--- config.mk ---
export PLATFORM = sky130hd
export DESIGN_NAME = fbsa_ram
export DESIGN_NICKNAME = d
export VERILOG_FILES = /design/src/hw/rtl/fbsa_ram.sv
export SDC_FILE = /design/constraint.sdc
export NUM_CORES = 1
export LEC_CHECK = 0
export BUFFER_PORTS_ARGS = -buffer_cell sky130_fd_sc_hd__buf_2
export CORE_UTILIZATION = 35
export DETAILED_ROUTE_END_ITERATION = 8
export PLACE_DENSITY = 0.54
export SYNTH_ARGS = -nofsm -noshare
export SYNTH_HDL_FRONTEND = slang
export SYNTH_SLANG_ARGS = --single-unit
--- constraint.sdc ---
create_clock -name clk_i -period 0.98 [get_ports clk_i]
set_input_delay 0 -clock clk_i [delete_from_list [all_inputs] [get_ports clk_i]]
set_output_delay 0 -clock clk_i [all_outputs]
set_load 0.01 [all_outputs]
--- src/hw/rtl/fbsa_ram.sv ---
// Generic single-write, single-read RAM with registered read data.
module fbsa_ram #(
  parameter int unsigned WIDTH = 8,
  parameter int unsigned DEPTH = 2
) (
  input  logic                     clk_i,
  input  logic                     we_i,
  input  logic [$clog2(DEPTH)-1:0] waddr_i,
  input  logic [WIDTH-1:0]         wdata_i,
  input  logic                     re_i,
  input  logic [$clog2(DEPTH)-1:0] raddr_i,
  output logic [WIDTH-1:0]         rdata_o
);

  logic [WIDTH-1:0] mem [DEPTH];

  always_ff @(posedge clk_i) begin
    if (we_i) begin
      mem[waddr_i] <= wdata_i;
    end
  end

  always_ff @(posedge clk_i) begin
    if (re_i) begin
      rdata_o <= mem[raddr_i];
    end
  end

endmodule

==> run summary <==
==========================================================================
Mux cell area share after synthesis .........................        0.139
Gate Count Post-Synth .......................................           35
Final Power .................................................      2.09 mW
Worst-Skew Late Latency .....................................       310 ps
Part of the total power dissipated in sequential elements ...        0.587
Relative contribution of the clock network to total power ...        0.332
Hold Path Sink ..............................................   rdata_o[5]
Reg2Reg Capture Point .......................................   rdata_o[3]
Worst-path cell with the longest stage delay ................ sky130_fd_sc_hd__edfxtp_1
Synthesized area ............................................    865 sq um
Sequential cell area fraction in the yosys report ...........        0.834
Launching element type of the critical path .................     register
Min-Delay Path Depth ........................................            1
Leading cell type in the layout, fill and taps excluded ..... sky130_fd_sc_hd__edfxtp_1
Achievable Freq .............................................     1110 MHz
Gp weighted congestion ......................................        0.573
Wire length of the first global-routing pass ................      1.84 mm
Die Y-Extent ................................................      51.7 um
Antenna Cells ...............................................            0
TritonCTS clock tree ........................................        built
Switching part of the total power ...........................        0.173
Setup-failing EPs final .....................................            0
Area Overhead vs Synth ......................................        30.5%
FP Rows .....................................................           17
Share of layout cells above drive strength 1 ................        0.493
Max Fanout on Critical Path .................................            1
Setup Buffers After CTS .....................................            0
GR Overflow Total ...........................................            0
Met1 GRT Util ...............................................        0.108
Setup skew after layout .....................................      5.83 ps
Setup TNS after final layout ................................         0 ps
Worst reg-to-reg path cell count ............................            1
CTS sink cnt ................................................           24
Met2 layer usage reported by global route ...................        0.171
Compound-gate portion of the synthesized area ...............            0
Quantity of I/O buffers inserted on ports ...................           20
Die Span X ..................................................      51.7 um
Total Die Area .............................................. 0.00267 sq mm
Final clock period utilization by the worst path ............        0.922
Synth Register Bits .........................................           24
Core area ................................................... 0.00228 sq mm
Net count reported at finish ................................           81
Via density .................................................         4.19
Initial core utilization ....................................        0.380
Area share of fa/ha/maj cells after synthesis ...............            0
VDD IR max ..................................................      1250 uV
Origin of the critical flop-to-flop path ....................    mem[0][3]
Residual antenna-violating net count after detailed routing .            0
DRC violations left .........................................            0
Post-Synth XOR/XNOR Area ....................................            0
Data required time at the worst endpoint ....................      1050 ps
Ordered cell list for the critical path .....................       mux2_4
Worst slew slack as a fraction of its limit .................        0.751
Synthesized net count .......................................           48
Internal ....................................................      1.73 mW
Detailed Routing Iterations Pass 1 ..........................            2
Number of clock buffers inserted by TritonCTS ...............            3
Leading cell types in the layout, fill and taps excluded .... sky130_fd_sc_hd__edfxtp_1, sky130_fd_sc_hd__buf_2, sky130_fd_sc_hd__mux2_4, sky130_fd_sc_hd__dlygate4sd3_1, sky130_fd_sc_hd__clkbuf_4
Critical Path End Type ......................................     register
RSZ-0062 raised after global routing ........................           no
Comb pwr share ..............................................        0.081
Buffer type at the clock tree root .......................... sky130_fd_sc_hd__clkbuf_4
Yosys Warn Count ............................................            0
Leakage power figure ........................................     0.444 nW
CTS HTree Levels ............................................            1
Hold Startpoint .............................................         re_i
CP max stage delay ..........................................       390 ps
Library cells used by synthesis .............................            5
Post-detailed-routing wire length ...........................      1.08 mm
Cell family with the largest share of critical-path delay ...   flip-flops
Period minus WS final .......................................       903 ps
Violation count after the first detailed-route iteration ....            4
Final hold slack ............................................      26.0 ps
Number of global-route vias before repair ...................          430
Total routing usage reported by global routing ..............        0.102
Actual transition at the worst max-transition pin ...........       373 ps
Bufs on Longest Clock Path ..................................            2
Net Switching ...............................................     0.360 mW
Vias after detailed routing .................................          398
Endpoints failing hold ......................................            0
Data arrival time at the worst-slack endpoint ...............       970 ps
Met3 layer usage reported by global route ...................       0.0351
Global-route layer with the greatest usage ..................         met2
Synth Area in Simple Gates ..................................       0.0145
Setup Crit Path Kind ........................................ register to register
Number of fillers in the final layout .......................          192
Largest net degree at the start of global routing ...........           15
Number of maximum-capacitance constraint violations .........            0
Setup slack of the most critical reg-to-reg path ............        80 ps
Power per cell area ......................................... 1850 mW/mm^2
Top-level I/O count .........................................           21
Main combinational cell family by area after synthesis ...... multiplexers
Syn avg cell area ...........................................   24.7 sq um
Pins over their slew limit ..................................            0
Tightest Hold Check Type .................................... input pin to register
Antenna violations before repair ............................            0
Crit path buffers/inverters .................................            0
CTS clk-pin slew, worst paths ...............................       130 ps
Routed length per placed instance ...........................      11.4 um
Outcome ..................................................... complete, no violations
==========================================================================
cells in the mapped netlist, drive strengths merged:
cell,number,share of area
nor2b,1,0.0072
buf,1,0.013
edfxtp,24,0.83
and2,1,0.0072
mux2,8,0.14
state kept, by name, summed over array words and instances, names as in the netlist:
name     count
mem         16
rdata_o      8
worst max-delay path by stage:
stage / startpoint / end / slack (ps) / cells past startpoint
2_1_floorplan: mem[0][0] / rdata_o[0] / 130 / 1
6_report: mem[0][3] / rdata_o[3] / 80 / 1
4_1_cts: mem[0][3] / rdata_o[3] / 80 / 1
5_1_grt: mem[0][3] / rdata_o[3] / 60 / 1
3_5_place_dp: mem[0][3] / rdata_o[3] / 100 / 1
3_3_place_gp: mem[0][5] / rdata_o[5] / 110 / 1
logic make-up after synthesis:
group	count (synthesis)
buf+inv	1
flops	24
mux	8
simple gates	2
through the flow:
step / cell area [sq um] / instances / setup slack [ps] / util
final: 1130 / 95 / 76.6 / 0.496
after global routing: 1130 / 95 / 56.2 / 0.496
after CTS: 1130 / 95 / 80.7 / 0.496
after detailed placement: 996 / 83 / 101 / 0.438
after global placement: 996 / 83 / 108 / 0.438
after floorplan: 865 / 35 / 130 / -
area by class of cell:
class                   instances  area [sq um]  area share
flip-flops and latches         24           721       0.639
clock inverters                 1          30.0      0.0266
well taps                      28          35.0      0.0310
clock buffers                   3          22.5      0.0200
repair buffers                 29           188       0.166
multi-input cells              10           133       0.118
power groups by stage:
stage          sequential (mW)  combinational, mW  clock (mW)
2_1_floorplan             1.26             0.0702           0
3_3_place_gp              1.25              0.146           0
3_5_place_dp              1.25              0.148           0
4_1_cts                   1.23              0.173       0.717
5_1_grt                   1.23              0.186       0.759
6_report                  1.22              0.169       0.692
layer usage:
metal	routed length, um	share of wire
met2	543	0.50
met1	461	0.43
met4	10	0.0092
met3	67	0.062
met5	0	0
timing repair:
item                      in CTS  in global routing
resized for setup              0                  0
hold buffers                   8                  0
hold endpoints to repair      16                  0
(Power assumes the default switching activity.)
