===== src/hw/rtl/fbsa_pkg.sv =====
// Shared constants, codes and types of the fixed block stack allocator.
package fbsa_pkg;

  // Default configuration of the pool
  localparam int unsigned BLOCK_TOTAL_DEF  = 8192;
  localparam int unsigned BLOCK_BYTES_DEF  = 2048;
  localparam int unsigned ADDRESS_BITS_DEF = 48;

  // Fixed field widths
  localparam int unsigned ACTION_W = 2;
  localparam int unsigned SIZE_W   = 32;
  localparam int unsigned STATUS_W = 2;
  localparam int unsigned BYTES_W  = 25;

  // Action codes
  localparam logic [ACTION_W-1:0] ACT_ALLOC = 2'd0;
  localparam logic [ACTION_W-1:0] ACT_FREE  = 2'd1;
  localparam logic [ACTION_W-1:0] ACT_INIT  = 2'd2;

  // Status codes
  localparam logic [STATUS_W-1:0] ST_DONE      = 2'd0;
  localparam logic [STATUS_W-1:0] ST_TOO_LARGE = 2'd1;
  localparam logic [STATUS_W-1:0] ST_EMPTY     = 2'd2;
  localparam logic [STATUS_W-1:0] ST_IGNORED   = 2'd3;

  // Status and byte totals of one result
  typedef struct packed {
    logic [STATUS_W-1:0] status;
    logic [BYTES_W-1:0]  reserved;
    logic [BYTES_W-1:0]  avail;
  } fbsa_info_t;

endpackage


===== src/hw/rtl/fbsa_ctrl.sv =====
// Allocator control: stack pointer, byte totals, init sweep and RAM access.
module fbsa_ctrl import fbsa_pkg::*; #(
  parameter int unsigned BLOCK_TOTAL  = BLOCK_TOTAL_DEF,
  parameter int unsigned BLOCK_BYTES  = BLOCK_BYTES_DEF,
  parameter int unsigned ADDRESS_BITS = ADDRESS_BITS_DEF,
  localparam int unsigned IDX_W       = $clog2(BLOCK_TOTAL),
  localparam int unsigned CNT_W       = $clog2(BLOCK_TOTAL + 1)
) (
  input  logic                    clk_i,
  input  logic                    rst_ni,
  // request side
  input  logic                    req_valid_i,
  output logic                    req_ready_o,
  input  logic [ACTION_W-1:0]     req_action_i,
  input  logic [SIZE_W-1:0]       req_size_i,
  input  logic [ADDRESS_BITS-1:0] req_addr_i,
  // result side
  output logic                    res_valid_o,
  input  logic                    res_ready_i,
  output logic [ADDRESS_BITS-1:0] res_addr_o,
  output fbsa_info_t              res_info_o,
  // stack memory
  output logic                    mem_we_o,
  output logic [IDX_W-1:0]        mem_waddr_o,
  output logic [ADDRESS_BITS-1:0] mem_wdata_o,
  output logic                    mem_re_o,
  output logic [IDX_W-1:0]        mem_raddr_o,
  input  logic [ADDRESS_BITS-1:0] mem_rdata_i
);

  localparam logic [1:0] S_IDLE = 2'd0;
  localparam logic [1:0] S_RD   = 2'd1;
  localparam logic [1:0] S_HOLD = 2'd2;
  localparam logic [1:0] S_INIT = 2'd3;

  localparam logic [CNT_W-1:0]        CntFull   = CNT_W'(BLOCK_TOTAL);
  localparam logic [IDX_W-1:0]        IdxLast   = IDX_W'(BLOCK_TOTAL - 1);
  localparam logic [SIZE_W-1:0]       SizeMax   = SIZE_W'(BLOCK_BYTES);
  localparam logic [BYTES_W-1:0]      BlkBytes  = BYTES_W'(BLOCK_BYTES);
  localparam logic [ADDRESS_BITS-1:0] AddrStep  = ADDRESS_BITS'(BLOCK_BYTES);
  localparam logic [BYTES_W-1:0]      PoolBytes =
    BYTES_W'(64'(BLOCK_TOTAL) * 64'(BLOCK_BYTES));

  logic [1:0]              state_q, state_d;
  logic [CNT_W-1:0]        cnt_q, cnt_d, cnt_m1;
  logic [BYTES_W-1:0]      rsv_q, rsv_d, fre_q, fre_d;
  logic [IDX_W-1:0]        idx_q, idx_d;
  logic [ADDRESS_BITS-1:0] base_q, base_d;
  logic [ADDRESS_BITS-1:0] hold_addr_q, hold_addr_d;
  fbsa_info_t              info_q, info_d, info_new;
  logic                    read_go, init_go;

  assign req_ready_o = (state_q == S_IDLE);
  assign cnt_m1      = cnt_q - 1'b1;

  always_comb begin
    state_d     = state_q;
    cnt_d       = cnt_q;
    rsv_d       = rsv_q;
    fre_d       = fre_q;
    idx_d       = idx_q;
    base_d      = base_q;
    hold_addr_d = hold_addr_q;
    info_d      = info_q;
    info_new    = '{status: ST_DONE, reserved: rsv_q, avail: fre_q};
    read_go     = 1'b0;
    init_go     = 1'b0;
    mem_we_o    = 1'b0;
    mem_waddr_o = idx_q;
    mem_wdata_o = base_q;
    mem_re_o    = 1'b0;
    mem_raddr_o = cnt_q[IDX_W-1:0];
    res_valid_o = 1'b0;
    res_addr_o  = hold_addr_q;
    res_info_o  = info_q;

    case (state_q)
      S_IDLE: begin
        if (req_valid_i) begin
          case (req_action_i)
            ACT_ALLOC: begin
              if (req_size_i > SizeMax) begin
                info_new.status = ST_TOO_LARGE;
              end else if (cnt_q >= CntFull) begin
                info_new.status = ST_EMPTY;
              end else begin
                read_go           = 1'b1;
                mem_re_o          = 1'b1;
                cnt_d             = cnt_q + 1'b1;
                info_new.reserved = rsv_q + BlkBytes;
                info_new.avail    = fre_q - BlkBytes;
              end
            end
            ACT_FREE: begin
              if (cnt_q != '0) begin
                mem_we_o          = 1'b1;
                mem_waddr_o       = cnt_m1[IDX_W-1:0];
                mem_wdata_o       = req_addr_i;
                cnt_d             = cnt_m1;
                info_new.reserved = rsv_q - BlkBytes;
                info_new.avail    = fre_q + BlkBytes;
              end else begin
                info_new.status = ST_IGNORED;
              end
            end
            ACT_INIT: begin
              init_go = 1'b1;
              base_d  = req_addr_i;
              idx_d   = '0;
              state_d = S_INIT;
            end
            default: begin
              info_new.status = ST_IGNORED;
            end
          endcase
          rsv_d = info_new.reserved;
          fre_d = info_new.avail;
          if (read_go) begin
            info_d  = info_new;
            state_d = S_RD;
          end else if (!init_go) begin
            // result known at once: pass it on, or hold it if the slot is taken
            res_valid_o = 1'b1;
            res_addr_o  = '0;
            res_info_o  = info_new;
            if (!res_ready_i) begin
              hold_addr_d = '0;
              info_d      = info_new;
              state_d     = S_HOLD;
            end
          end
        end
      end
      S_RD: begin
        res_valid_o = 1'b1;
        res_addr_o  = mem_rdata_i;
        if (res_ready_i) begin
          state_d = S_IDLE;
        end else begin
          hold_addr_d = mem_rdata_i;
          state_d     = S_HOLD;
        end
      end
      S_HOLD: begin
        res_valid_o = 1'b1;
        if (res_ready_i) begin
          state_d = S_IDLE;
        end
      end
      S_INIT: begin
        mem_we_o = 1'b1;
        base_d   = base_q + AddrStep;
        idx_d    = idx_q + 1'b1;
        if (idx_q == IdxLast) begin
          cnt_d       = '0;
          rsv_d       = '0;
          fre_d       = PoolBytes;
          hold_addr_d = '0;
          info_d      = '{status: ST_DONE, reserved: '0, avail: PoolBytes};
          state_d     = S_HOLD;
        end
      end
      default: begin
        state_d = S_IDLE;
      end
    endcase
  end

  always_ff @(posedge clk_i or negedge rst_ni) begin
    if (!rst_ni) begin
      state_q <= S_IDLE;
      cnt_q   <= CntFull;
      rsv_q   <= PoolBytes;
      fre_q   <= '0;
    end else begin
      state_q <= state_d;
      cnt_q   <= cnt_d;
      rsv_q   <= rsv_d;
      fre_q   <= fre_d;
    end
  end

  always_ff @(posedge clk_i) begin
    idx_q       <= idx_d;
    base_q      <= base_d;
    hold_addr_q <= hold_addr_d;
    info_q      <= info_d;
  end

endmodule


===== config.mk =====
export PLATFORM = sky130hd
export DESIGN_NAME = fbsa_ctrl
export DESIGN_NICKNAME = d
export VERILOG_FILES = /design/src/hw/rtl/fbsa_pkg.sv /design/src/hw/rtl/fbsa_ctrl.sv
export SDC_FILE = /design/constraint.sdc
export NUM_CORES = 1
export LEC_CHECK = 0
export BUFFER_PORTS_ARGS = -buffer_cell sky130_fd_sc_hd__buf_2
export CAP_MARGIN = 10
export CELL_PAD_IN_SITES_DETAIL_PLACEMENT = 0
export CELL_PAD_IN_SITES_GLOBAL_PLACEMENT = 1
export CORE_MARGIN = 4
export CORE_UTILIZATION = 40
export DETAILED_ROUTE_END_ITERATION = 12
export GPL_ROUTABILITY_DRIVEN = 0
export PLACE_DENSITY_LB_ADDON = 0.25
export RECOVER_POWER = 100
export SLEW_MARGIN = 15
export SYNTH_ARGS = -nofsm -noshare
export SYNTH_HDL_FRONTEND = slang
export SYNTH_SLANG_ARGS = --single-unit

===== constraint.sdc =====
create_clock -name clk_i -period 6.19 [get_ports clk_i]
set_input_delay 1.238 -clock clk_i [delete_from_list [all_inputs] [get_ports clk_i]]
set_output_delay 1.238 -clock clk_i [all_outputs]
set_load 0.1 [all_outputs]

==> results summary <==
The flow ran to the end, but the final reports show violations. The final reports fail on capacitance limit, slew limit. Data arrives at the worst endpoint at 4.48 ns. The clock skew came out at 0.0131 ns. The clock sink total came out at 183. The number of hold-slack violations in the final timing report came out at 0. In this run the vertical extent of the chip is 179 um. The number of synthesized flops with an enable pin came out at 139. At the later pin of the worst-skew pair, clock insertion delay measures 0.44 ns. The post-layout net count is 1687.

Of all cell types, the one taking the most synthesized area is edfxtp_1. The number of library cell types mapped by synthesis came out at 72. The setup violation total in the final timing report is 0. The fraction of met1 tracks used by global routing came out at 0.280.

The pre-CTS worst setup slack is 1.11 ns. The post-route worst setup slack is 0.468 ns. The per-cell routed wire length came out at 17.0 um.

For this run the aggregate overflow at the end of global routing stands at 0. The count of vias placed by the detailed router is 10147. Among all flip-flop cells after synthesis, the most frequent one is edfxtp_1. In the global route stage, overall resource usage came out at 0.202. In this run the mean area of a mapped cell was 8.93 sq um. The met3 usage came out at 0.0441. The clock period could shrink to 5.72 ns. The met2 demand-to-capacity share in global routing is 0.327.

The register area share after synthesis came out at 0.450. The count of H-tree levels built during CTS came out at 4. The count of TritonRoute iterations in the first routing pass came out at 5. STA classifies the critical path startpoint as a register. The busiest metal layer after global routing is met2. The buffer depth of the longest clock path came out at 2. Clock tree synthesis selected as its root buffer the cell clkbuf_16.

Of the post-synthesis cell area, the dominant cell type holds 0.356. The most frequent standard cell in the layout excluding fill and tap cells is nand2_1. The count of yosys warnings during synthesis came out at 0.

The routed wire length came out at 33000 um. The delay of the slowest critical-path stage is 0.97 ns. After floorplanning, the core was sized to cover 28900 sq um. The detailed-route vias per instance is 5.24.

The DRC violations left came out at 0. The number of global-route vias before repair is 9777. The number of buffers inserted for hold repair after clock tree synthesis is 0. At the pin with the least slew margin, the transition time is 2.75 ns. The HPWL after detailed placement came out at 23100 um. The fmax came out at 0.175 GHz. The filler cells instantiated in the layout total 2893. The area added between synthesis and finish is 17.5%.

The final number of max-transition violations is 292. Counting flops with an async set or reset pin after synthesis yields a share of 0.240. The instance area at placement came out at 13600 sq um. The critical-path cell with the highest stage delay is nor2_2. The critical-path maximum fanout came out at 29. The number of antenna violations at the first check in global routing came out at 1.

The count of nets left with antenna violations after detail routing came out at 0. The count of state elements after synthesis came out at 183. Sorting the synthesized cells by area gives the leading types as edfxtp_1 36%, dfrtp_1 9.0%, nand2_1 7.2%. The number of post-CTS setup repair buffers is 0. The number of buffers added by the clock tree synthesis step came out at 17.

The number of top-level design ports is 312. In the layout the commonest cells are 226 x nand2_1, 139 x edfxtp_1, 138 x buf_2. The number of violations reported at the end of detailed-routing iteration 0 came out at 698. In the synthesized netlist, the number of instances is 1314. The TritonCTS clock tree is done. The category of the critical setup timing path is register to output pin. The die boundary width is 179 um. The final cycle utilization of the critical path came out at 0.924. The count of input and output buffers is 289. The final sum of negative setup slack is 0 ns. The class of the tightest hold or removal check is register to register. Entering global routing, the biggest net connects 83 pins. The first-pass GRT wire length is 51600 um. Traced cell by cell, the critical path runs through inv_1 > ha_1 > nor3b_4 > and4_1 > nand2b_1 > nor2_2 > buf_4 > nand2_1 > o21ai_0 > clkbuf_2. The number of gates resized after CTS is 0.

Summing every instance area after synthesis gives 11700 sq um. The final non-filler cell area is 13800 sq um. The standard-cell row count came out at 62. The top cell family by delay on the critical path is simple AND/OR/NAND/NOR gates. The CTS clock-pin slew for the worst setup and hold paths is 0.08 ns. The category of the worst setup path capture point is an output pin. The starting density of the core is 0.407. The max-cap check violation count is 6. The buffer and inverter count on the worst path came out at 3. Setup repair after global routing left no endpoint under its margin. The data required time at the worst endpoint came out at 4.95 ns. The area enclosed by the die boundary is 32100 sq um. The max-slew headroom at the worst pin is -0.831. The number of antenna diodes in the final layout is 0. The layout cell share with drive strength beyond 1 is 0.202.
[worst reg2reg max path, delay by kind of cell, from the launching register on]
| kind | cells | cell delay, ns |
|---|---|---|
| AND/OR/NAND/NOR | 2 | 0.87 |
| AO/OA/AOI/OAI | 1 | 1.08 |
| buffers and inverters | 2 | 0.93 |
| adder cells (fa/ha/maj) | 1 | 1.66 |
| flip-flops | 1 | 0.44 |
[registers in the layout (all words and copies together), names as in the netlist]
| signal | count |
|---|---|
| hold_addr_q | 48 |
| info_q | 30 |
| rsv_q | 14 |
| state_q | 2 |
| cnt_q | 14 |
| base_q | 48 |
| fre_q | 14 |
| idx_q | 13 |
[synth_stat cells (15+ instances only)]
cell type,count
nand2_1,226
edfxtp_1,139
nor2_1,119
o21ai_0,77
a21oi_1,73
and2_1,58
xnor2_1,58
a21o_1,50
clkbuf_1,48
buf_4,42
dfrtp_1,42
inv_1,33
xor2_1,31
nand3_1,29
nor3_1,28
buf_2,24
nor2b_1,19
or3_1,19
nand4_1,17
nor4_1,17
a31oi_1,15
o31ai_1,15
[per-stage QoR]
step	hold WS (ns)	instances	util
4_1_cts	0.549	1937	0.491
3_5_place_dp	0.530	1905	0.470
2_1_floorplan	0.485	1335	-
6_report	0.553	1937	0.478
5_1_grt	0.565	1937	0.478
3_3_place_gp	0.502	1905	0.470
[path summary, 6_finish.rpt]
| check | end | depth (start not counted) | startpoint | slack (ns) |
|---|---|---|---|---|
| worst max register to register | info_q[48] | 6 | state_q[1] | 0.83 |
| worst min-delay path | fre_q[24] | 2 | fre_q[24] | 0.55 |
| worst max-delay path | mem_wdata_o[39] | 10 | cnt_q[0] | 0.47 |
| worst min register to register | fre_q[24] | 2 | fre_q[24] | 0.55 |
| max in group asynchronous | rsv_q[20] | 2 | rst_ni | 2.89 |
| min in group asynchronous | cnt_q[8] | 2 | rst_ni | 1.74 |
[area by class of cell]
type | count | area (sq um) | share of cell area
Timing Repair Buffer | 306 | 1530 | 0.111
Tap cell | 384 | 480 | 0.0348
Inverter | 33 | 124 | 0.00898
Clock inverter | 15 | 185 | 0.0134
Clock buffer | 17 | 425 | 0.0309
Sequential cell | 183 | 5280 | 0.383
Multi-Input combinational cell | 999 | 5760 | 0.418
[per-layer routing]
layer  share of wire  wire length [um]  vias to the layer above
li1                -                 -                     5002
met1            0.45             15000                     4826
met2            0.48             15700                      290
met3           0.057              1880                       27
met4           0.011               356                        2
met5         0.00021                 7                        -
[logic make-up after synthesis]
logic type | count (synthesis) | share of synthesized area
AOI/OAI and AO/OA | 288 | 0.156
buffers and inverters | 153 | 0.0669
muxes | 3 | 0.00267
xor gates and xnor gates | 89 | 0.0664
adders and majority gates | 13 | 0.0139
and+or+nand+nor | 584 | 0.244
DFF | 183 | 0.450
other | 1 | 0.000320
Power is not shown: default switching activity piles up to over one toggle a cycle in this logic, so the estimate is an artifact.
